==> src/design/dmdrs_pkg.sv <==
`timescale 1ns / 1ps

package dmdrs_pkg;

  typedef enum logic [1:0] {
    FUNC_TICK      = 2'd0,
    FUNC_SET_MOTOR = 2'd1,
    FUNC_LOAD_CAN  = 2'd2,
    FUNC_LOAD_RMT  = 2'd3
  } func_e;

  typedef enum logic [1:0] {
    CFG_DUTY_LIMIT = 2'd0,
    CFG_STEP_UP    = 2'd1,
    CFG_STEP_DOWN  = 2'd2
  } cfg_idx_e;

  localparam int unsigned DutyW  = 16;
  localparam int unsigned LimitW = 15;
  localparam int unsigned StepW  = 10;
  localparam int unsigned CountW = 16;
  localparam int unsigned CfgW   = LimitW;

  localparam logic [LimitW-1:0] DutyLimitRst = LimitW'(1000);
  localparam logic [StepW-1:0]  StepUpRst    = StepW'(10);
  localparam logic [StepW-1:0]  StepDownRst  = StepW'(10);

  typedef struct packed {
    logic [LimitW-1:0] duty_limit;
    logic [StepW-1:0]  step_up;
    logic [StepW-1:0]  step_down;
  } cfg_t;

  // Per-motor control from the sequencing logic in the top level.
  typedef struct packed {
    logic load;       // a request is retired this cycle
    logic tick;       // the retired request is a tick
    logic set;        // the retired request sets this motor's target
    logic goal_zero;  // both validity counters have run out
  } motor_ctl_t;

endpackage

==> src/design/dmdrs_in_if.sv <==
`timescale 1ns / 1ps

interface dmdrs_in_if;
  logic               valid;
  logic               ready;
  logic [1:0]         func;
  logic               motor_sel;
  logic signed [15:0] target_duty;
  logic               direction_req;
  logic [15:0]        count_value;

  modport source (output valid, func, motor_sel, target_duty, direction_req, count_value,
                  input ready);
  modport sink (input valid, func, motor_sel, target_duty, direction_req, count_value,
                output ready);
endinterface

==> src/design/dmdrs_out_if.sv <==
`timescale 1ns / 1ps

interface dmdrs_out_if;
  logic               valid;
  logic               ready;
  logic               brake_first;
  logic               brake_second;
  logic signed [15:0] duty_first;
  logic signed [15:0] duty_second;
  logic               dir_first;
  logic               dir_second;

  modport source (output valid, brake_first, brake_second, duty_first, duty_second,
                  dir_first, dir_second, input ready);
  modport sink (input valid, brake_first, brake_second, duty_first, duty_second,
                dir_first, dir_second, output ready);
endinterface

==> src/design/dmdrs_motor.sv <==
`timescale 1ns / 1ps

module dmdrs_motor
  import dmdrs_pkg::*;
(
  input  logic                     clk_i,
  input  logic                     rst_ni,
  input  motor_ctl_t               ctl_i,
  input  cfg_t                     cfg_i,
  input  logic signed [DutyW-1:0]  target_i,
  input  logic                     dir_req_i,
  output logic                     brake_o,
  output logic signed [DutyW-1:0]  duty_o,
  output logic                     dir_o
);

  logic signed [DutyW-1:0] now_q, now_d;
  logic signed [DutyW-1:0] goal_q, goal_d;
  logic                    app_q, app_d;
  logic                    want_q, want_d;
  logic                    brake_q, brake_d;

  logic signed [DutyW-1:0] goal_dir, goal_valid, goal_clamp;
  logic signed [DutyW:0]   lim_pos, lim_neg;
  logic signed [DutyW:0]   up_sum, down_sum;
  logic signed [DutyW:0]   goal_ext;
  logic                    dir_pending, now_zero;

  always_comb begin
    now_zero    = (now_q == '0);
    dir_pending = (app_q != want_q);

    // A direction change waits for zero duty and meanwhile pulls the target to zero.
    goal_dir   = (dir_pending && !now_zero) ? '0 : goal_q;
    goal_valid = ctl_i.goal_zero ? '0 : goal_dir;

    lim_pos    = $signed({2'b00, cfg_i.duty_limit});
    lim_neg    = -lim_pos;
    goal_ext   = {goal_valid[DutyW-1], goal_valid};
    goal_clamp = ((goal_ext > lim_pos) || (goal_ext < lim_neg)) ? now_q : goal_valid;

    up_sum   = {now_q[DutyW-1], now_q} + $signed({7'b0, cfg_i.step_up});
    down_sum = {now_q[DutyW-1], now_q} - $signed({7'b0, cfg_i.step_down});

    now_d   = now_q;
    goal_d  = goal_q;
    app_d   = app_q;
    want_d  = want_q;
    brake_d = brake_q;

    if (ctl_i.load && ctl_i.tick) begin
      brake_d = now_zero && (goal_q == '0);
      if (dir_pending && now_zero) begin
        app_d = want_q;
      end
      goal_d = goal_clamp;
      if (goal_clamp > now_q) begin
        now_d = (up_sum[DutyW] != up_sum[DutyW-1]) ? 16'sh7fff : up_sum[DutyW-1:0];
      end else if (goal_clamp < now_q) begin
        now_d = (down_sum[DutyW] != down_sum[DutyW-1]) ? 16'sh8000 : down_sum[DutyW-1:0];
      end
    end else if (ctl_i.load && ctl_i.set) begin
      goal_d = target_i;
      want_d = dir_req_i;
    end
  end

  always_ff @(posedge clk_i or negedge rst_ni) begin
    if (!rst_ni) begin
      now_q   <= '0;
      goal_q  <= '0;
      app_q   <= 1'b0;
      want_q  <= 1'b0;
      brake_q <= 1'b1;
    end else begin
      now_q   <= now_d;
      goal_q  <= goal_d;
      app_q   <= app_d;
      want_q  <= want_d;
      brake_q <= brake_d;
    end
  end

  assign brake_o = brake_q;
  assign duty_o  = now_q;
  assign dir_o   = app_q;

endmodule

==> src/design/dual_motor_duty_ramp_supervisor_top.sv <==
`timescale 1ns / 1ps
// Flow: a request is registered on acceptance and retired into the motor state once no
// stalled result holds the output; its result is then read from the motor state.
// Throughput: one request per cycle while no result is stalled; the input register lets
// a request be taken while a result waits. Motor state doubles as the result register.
// Reset: asynchronous, active low; duties, targets and counters clear, brakes engage.
module dual_motor_duty_ramp_supervisor_top
  import dmdrs_pkg::*;
(
  input  logic                 clk_i,
  input  logic                 rst_ni,
  dmdrs_in_if.sink             in_if,
  dmdrs_out_if.source          out_if,
  input  logic                 cfg_we_i,
  input  logic [1:0]           cfg_idx_i,
  input  logic [CfgW-1:0]      cfg_data_i
);

  cfg_t cfg_q, cfg_d;

  logic                    s1_valid_q, s1_valid_d;
  func_e                   s1_func_q;
  logic                    s1_sel_q;
  logic signed [DutyW-1:0] s1_target_q;
  logic                    s1_dir_q;
  logic [CountW-1:0]       s1_count_q;

  logic              out_valid_q, out_valid_d;
  logic [CountW-1:0] can_q, can_d;
  logic [CountW-1:0] rmt_q, rmt_d;
  logic              advance, accept, goal_zero, is_tick;
  motor_ctl_t        ctl_first, ctl_second;

  always_comb begin
    cfg_d = cfg_q;
    if (cfg_we_i) begin
      case (cfg_idx_e'(cfg_idx_i))
        CFG_DUTY_LIMIT: cfg_d.duty_limit = cfg_data_i;
        CFG_STEP_UP:    cfg_d.step_up    = cfg_data_i[StepW-1:0];
        CFG_STEP_DOWN:  cfg_d.step_down  = cfg_data_i[StepW-1:0];
        default:        cfg_d = cfg_q;
      endcase
    end
  end

  assign advance     = s1_valid_q && (!out_valid_q || out_if.ready);
  assign in_if.ready = !s1_valid_q || advance;
  assign accept      = in_if.valid && in_if.ready;
  assign s1_valid_d  = accept ? 1'b1 : (advance ? 1'b0 : s1_valid_q);
  assign out_valid_d = advance ? 1'b1 : (out_if.ready ? 1'b0 : out_valid_q);

  assign goal_zero = (can_q == '0) && (rmt_q == '0);
  assign is_tick   = (s1_func_q == FUNC_TICK);

  // The CAN count runs down first; the remote count only once the CAN count is spent.
  always_comb begin
    can_d = can_q;
    rmt_d = rmt_q;
    if (advance) begin
      case (s1_func_q)
        FUNC_TICK: begin
          if (can_q != '0) begin
            can_d = can_q - 1'b1;
          end else if (rmt_q != '0) begin
            rmt_d = rmt_q - 1'b1;
          end
        end
        FUNC_LOAD_CAN:  can_d = s1_count_q;
        FUNC_LOAD_RMT:  rmt_d = s1_count_q;
        default:        can_d = can_q;
      endcase
    end
  end

  always_comb begin
    ctl_first.load       = advance;
    ctl_first.tick       = is_tick;
    ctl_first.set        = (s1_func_q == FUNC_SET_MOTOR) && !s1_sel_q;
    ctl_first.goal_zero  = goal_zero;
    ctl_second.load      = advance;
    ctl_second.tick      = is_tick;
    ctl_second.set       = (s1_func_q == FUNC_SET_MOTOR) && s1_sel_q;
    ctl_second.goal_zero = goal_zero;
  end

  always_ff @(posedge clk_i or negedge rst_ni) begin
    if (!rst_ni) begin
      cfg_q.duty_limit <= DutyLimitRst;
      cfg_q.step_up    <= StepUpRst;
      cfg_q.step_down  <= StepDownRst;
      s1_valid_q       <= 1'b0;
      out_valid_q      <= 1'b0;
      can_q            <= '0;
      rmt_q            <= '0;
    end else begin
      cfg_q       <= cfg_d;
      s1_valid_q  <= s1_valid_d;
      out_valid_q <= out_valid_d;
      can_q       <= can_d;
      rmt_q       <= rmt_d;
    end
  end

  always_ff @(posedge clk_i) begin
    if (accept) begin
      s1_func_q   <= func_e'(in_if.func);
      s1_sel_q    <= in_if.motor_sel;
      s1_target_q <= in_if.target_duty;
      s1_dir_q    <= in_if.direction_req;
      s1_count_q  <= in_if.count_value;
    end
  end

  dmdrs_motor u_motor_first (
    .clk_i     (clk_i),
    .rst_ni    (rst_ni),
    .ctl_i     (ctl_first),
    .cfg_i     (cfg_q),
    .target_i  (s1_target_q),
    .dir_req_i (s1_dir_q),
    .brake_o   (out_if.brake_first),
    .duty_o    (out_if.duty_first),
    .dir_o     (out_if.dir_first)
  );

  dmdrs_motor u_motor_second (
    .clk_i     (clk_i),
    .rst_ni    (rst_ni),
    .ctl_i     (ctl_second),
    .cfg_i     (cfg_q),
    .target_i  (s1_target_q),
    .dir_req_i (s1_dir_q),
    .brake_o   (out_if.brake_second),
    .duty_o    (out_if.duty_second),
    .dir_o     (out_if.dir_second)
  );

  assign out_if.valid = out_valid_q;

endmodule

==> src/flat_wrapper.sv <==
// flat-port wrapper written by rule: the top's interface ports become plain ports
module dual_motor_duty_ramp_supervisor_top_flat import dmdrs_pkg::*;
  (clk_i, rst_ni, cfg_we_i, cfg_idx_i, cfg_data_i, in_if_valid, in_if_func, in_if_motor_sel, in_if_target_duty, in_if_direction_req, in_if_count_value, in_if_ready, out_if_valid, out_if_brake_first, out_if_brake_second, out_if_duty_first, out_if_duty_second, out_if_dir_first, out_if_dir_second, out_if_ready);
  dmdrs_in_if in_if_i ();
  dmdrs_out_if out_if_i ();
  input  logic clk_i;
  input  logic rst_ni;
  input  logic cfg_we_i;
  input  logic [1:0] cfg_idx_i;
  input  logic [CfgW-1:0] cfg_data_i;
  input wire logic [$bits(in_if_i.valid)-1:0] in_if_valid;
  input wire logic [$bits(in_if_i.func)-1:0] in_if_func;
  input wire logic [$bits(in_if_i.motor_sel)-1:0] in_if_motor_sel;
  input wire logic [$bits(in_if_i.target_duty)-1:0] in_if_target_duty;
  input wire logic [$bits(in_if_i.direction_req)-1:0] in_if_direction_req;
  input wire logic [$bits(in_if_i.count_value)-1:0] in_if_count_value;
  output wire logic [$bits(in_if_i.ready)-1:0] in_if_ready;
  output wire logic [$bits(out_if_i.valid)-1:0] out_if_valid;
  output wire logic [$bits(out_if_i.brake_first)-1:0] out_if_brake_first;
  output wire logic [$bits(out_if_i.brake_second)-1:0] out_if_brake_second;
  output wire logic [$bits(out_if_i.duty_first)-1:0] out_if_duty_first;
  output wire logic [$bits(out_if_i.duty_second)-1:0] out_if_duty_second;
  output wire logic [$bits(out_if_i.dir_first)-1:0] out_if_dir_first;
  output wire logic [$bits(out_if_i.dir_second)-1:0] out_if_dir_second;
  input wire logic [$bits(out_if_i.ready)-1:0] out_if_ready;
  assign in_if_i.valid = in_if_valid;
  assign in_if_i.func = in_if_func;
  assign in_if_i.motor_sel = in_if_motor_sel;
  assign in_if_i.target_duty = in_if_target_duty;
  assign in_if_i.direction_req = in_if_direction_req;
  assign in_if_i.count_value = in_if_count_value;
  assign in_if_ready = in_if_i.ready;
  assign out_if_valid = out_if_i.valid;
  assign out_if_brake_first = out_if_i.brake_first;
  assign out_if_brake_second = out_if_i.brake_second;
  assign out_if_duty_first = out_if_i.duty_first;
  assign out_if_duty_second = out_if_i.duty_second;
  assign out_if_dir_first = out_if_i.dir_first;
  assign out_if_dir_second = out_if_i.dir_second;
  assign out_if_i.ready = out_if_ready;
  dual_motor_duty_ramp_supervisor_top u_core (.clk_i(clk_i), .rst_ni(rst_ni), .in_if(in_if_i), .out_if(out_if_i), .cfg_we_i(cfg_we_i), .cfg_idx_i(cfg_idx_i), .cfg_data_i(cfg_data_i));
endmodule
==> config.mk <==
export PLATFORM = sky130hd
export DESIGN_NAME = dual_motor_duty_ramp_supervisor_top_flat
export DESIGN_NICKNAME = d
export VERILOG_FILES = /design/src/design/dmdrs_pkg.sv /design/src/design/dmdrs_in_if.sv /design/src/design/dmdrs_out_if.sv /design/src/design/dmdrs_motor.sv /design/src/design/dual_motor_duty_ramp_supervisor_top.sv /design/src/flat_wrapper.sv
export SDC_FILE = /design/constraint.sdc
export NUM_CORES = 1
export LEC_CHECK = 0
export ABC_AREA = 1
export BUFFER_PORTS_ARGS = -buffer_cell sky130_fd_sc_hd__buf_2
export CAP_MARGIN = 20
export CORE_MARGIN = 2
export CORE_UTILIZATION = 35
export DETAILED_ROUTE_END_ITERATION = 8
export HOLD_SLACK_MARGIN = 0.12
export SLEW_MARGIN = 20
export SYNTH_ARGS = -nofsm -noshare
export SYNTH_HDL_FRONTEND = slang
export SYNTH_SLANG_ARGS = --single-unit
==> constraint.sdc <==
create_clock -name clk_i -period 6.65 [get_ports clk_i]
set_clock_uncertainty 0.1 [all_clocks]
set_input_delay 0.665 -clock clk_i [delete_from_list [all_inputs] [get_ports clk_i]]
set_output_delay 0.665 -clock clk_i [all_outputs]
set_load 0.02 [all_outputs]
==> impl_metrics.py <==
metrics = {
    "logic_synthesis": {
        "synth_area_leaders": "dfrtp_1, ha_1, nand2_1",
        "syn_area_mm2": 0.01390,
        "synthArstFlopShare": 0.7943,
        "ys.flop_type": "dfrtp_1",
        "yosys_warnings": 0,
        "ys_ff_latch": 175,
        "synthCells": 1897,
        "synth_top_area_share": 0.2286,
        "ys_types": 60,
        "syn_avg_cell_area_um2": 7.330,
        "synth_edf_count": 36,
        "syn_nets": 2095,
        "yosysSeqAreaShare": 0.3290,
        "yosys.area.top_type": "dfrtp_1",
    },
    "global_route": {
        "antenna_found_initial": 0,
        "grt_pass1_wl_um": 65540,
        "track_usage": 0.2011,
        "grt_pass1_vias": 12170,
        "grt_max_degree": 84,
        "grt_overflow_total": 0,
    },
    "finish": {
        "drive_above_1_share": 0.1109,
        "nFillCells": 4131,
        "final_core_util": 0.3942,
        "nNetsFinal": 2169,
        "n_antenna_cell": 0,
        "synthToLayoutAreaGrowth_pct": 11.87,
    },
    "min_path": {
        "hold_path_class": "input pin to async pin",
    },
    "power": {
        "fin_total_pwr_mw": 7.975,
        "powerDensity_mw_per_mm2": 512.7,
        "p_leak_nw": 7.799,
        "ir_drop_uv": 231.3,
    },
    "detailed_routing": {
        "drtIter0Drc": 1107,
        "post-route-drc-count": 0,
        "wl_per_cell_um": 16.28,
        "routed_via_density": 5.126,
        "vias": 12860,
        "wl_um": 40850,
        "ant_nets": 0,
        "firstDrtPassIters": 5,
    },
    "setup_path": {
        "start_kind": "register",
        "worst_ep_required_time_ps": 6880,
        "worst_setup_path_end_kind": "register",
        "path_buf_inv": 6,
        "path_max_fanout": 17,
        "r2r_cells": 35,
        "arrival_ps": 6270,
        "crit_start": "u_core.cfg_q[21]",
        "regToRegStartpoint": "u_core.cfg_q[21]",
        "r2r-end": "u_core.u_motor_first.duty_o[7]",
        "critical-path-top-delay-family": "simple AND/OR/NAND/NOR gates",
        "crit_slowest_cell": "dfrtp_1",
        "path_class": "register to register",
        "cpPeakStageDelay_ps": 390,
        "r2r_slack_ps": 610,
    },
    "cts": {
        "tritoncts": "yes",
        "cts_buffers": 17,
        "cts_buffer_depth": 2,
        "ctsRootBufferMaster": "clkbuf_16",
        "clk_pin_slew_ps": 70,
        "cts_num_sinks": 175,
        "cts_hold_buf": 0,
        "clock_latency_ps": 460,
        "htreeDepth": 4,
    },
    "placed_design": {
        "dp_hpwl_um": 32230,
        "gp_congestion": 0.9452,
        "io_buffers": 95,
    },
    "floorplan": {
        "die_h_um": 203.3,
        "initial_utilization": 0.3524,
        "die_width_um": 203.3,
        "die-area_mm2": 0.04134,
        "ios": 96,
        "rows": 73,
        "fp.coreArea_mm2": 0.03946,
    },
    "sta": {
        "relSlewSlack": 0.3775,
        "hold_ws_ps": 161.8,
        "tightest_slew_ps": 925.3,
        "fin_crit_sh": 0.9084,
        "slew_violations": 0,
        "fin_setup_tns_ps": 0,
        "setup_viol_count_final": 0,
        "fmax_mhz": 165.5,
        "finalHoldViolations": 0,
        "period_minus_slack_ps": 6041,
    },
    "run": {
        "cap_violations": 0,
    },
    "outcome": {
        "outcome": "finished clean",
    },
}
-- how the worst max path moves through the flow --
| stage | to | slack (ps) | depth (start not counted) |
|---|---|---|---|
| 3_3_place_gp | u_core.u_motor_second.duty_o[6] | 420 | 34 |
| 4_1_cts | u_core.u_motor_second.duty_o[1] | 300 | 34 |
| 2_1_floorplan | u_core.u_motor_first.duty_o[6] | 1260 | 33 |
| 3_5_place_dp | u_core.u_motor_second.duty_o[5] | 340 | 34 |
| 5_1_grt | u_core.u_motor_second.duty_o[3] | -10 | 37 |
| 6_report | u_core.u_motor_first.duty_o[7] | 610 | 35 |
-- registers in the layout, indices dropped and copies added, names as in the netlist, 2 cells and up --
name,flops
u_core.s1_target_q,16
u_core.u_motor_first.goal_q,16
u_core.cfg_q,35
u_core.can_q,16
u_core.s1_func_q,2
u_core.u_motor_second.duty_o,16
u_core.u_motor_first.duty_o,16
u_core.u_motor_second.goal_q,16
u_core.rmt_q,16
u_core.s1_count_q,16
-- cell families after synthesis --
group / count (synthesis) / synth area share
simple gates: 846 / 0.2720
compound gates: 348 / 0.1406
buf+inv: 327 / 0.09161
flops: 175 / 0.3290
fa+ha+maj: 140 / 0.1281
xor+xnor: 59 / 0.03716
mux: 2 / 0.001530
-- metrics by stage --
step,worst slack [ps],cells,instance area [um2]
global route,-14.13,2509,15550
global placement,424.8,2474,14890
floorplan,1257,1897,13900
CTS,298.1,2506,15480
detailed placement,337.8,2474,14890
finish,609.1,2509,15550
-- area by class of cell --
| type | count | area (um2) | area share |
|---|---|---|---|
| Sequential cell | 175 | 4574 | 0.2941 |
| Clock inverter | 13 | 151.4 | 0.009733 |
| Multi-Input combinational cell | 1395 | 8107 | 0.5212 |
| Tap cell | 525 | 656.9 | 0.04223 |
| Timing Repair inverter | 3 | 22.52 | 0.001448 |
| Timing Repair Buffer | 108 | 579.3 | 0.03724 |
| Inverter | 271 | 1021 | 0.06564 |
| Clock buffer | 19 | 442.9 | 0.02847 |
-- synth_stat cells, types with 8 or more instances --
library cell and instances:
a21o_1 8, nand3_1 153, o21ai_0 159, a21oi_1 89, xnor2_1 8, edfxtp_1 36, nor4_1 10, o22ai_1 19
nand2_2 10, nor3_1 35, a31oi_1 25, o211ai_1 9, inv_2 19, nor2_1 141, dfstp_2 12, nand2_1 406
clkbuf_1 44, xor2_1 51, nand4_1 29, ha_1 136, inv_1 250, and2_1 30, dfrtp_1 127
-- what timing repair did --
action                     4_1_cts  5_1_grt
resized for setup                0       13
setup endpoints to repair        0       16
buffers inserted                 0        0
hold endpoints to repair         0        0
-- cell usage in the layout (no fill, tap or decap), types with 5 or more instances in the layout --
cell type / instances
a21o_1: 8
a21oi_1: 89
a31oi_1: 25
and2_1: 30
buf_2: 94
buf_4: 13
clkbuf_16: 17
clkinvlp_4: 5
dfrtp_1: 127
dfstp_2: 12
edfxtp_1: 36
ha_1: 136
inv_1: 249
inv_2: 19
nand2_1: 404
nand2_2: 10
nand2_4: 5
nand3_1: 152
nand4_1: 29
nor2_1: 139
nor2_2: 9
nor3_1: 32
nor3_2: 6
nor4_1: 10
o211ai_1: 9
o21a_1: 6
o21ai_0: 159
o21bai_1: 5
o221ai_1: 5
o22ai_1: 19
o31ai_1: 5
xnor2_1: 8
xor2_1: 51
-- layer usage --
layer | track usage | up-vias | share of wire
met1 | 0.2912 | 6009 | 0.49
met3 | 0.02525 | 44 | 0.051
met4 | 0.06335 | 0 | 0.021
met2 | 0.3109 | 333 | 0.44
li1 | - | 6475 | -
met5 | 0 | - | 0
-- where the power goes --
part | internal, mW | total, mW | switching, mW
logic | 1.87 | 5.13 | 3.26
registers | 1.43 | 1.81 | 0.379
clock network | 0.543 | 1.03 | 0.486
Note: power is estimated with default switching activity, not from simulation.
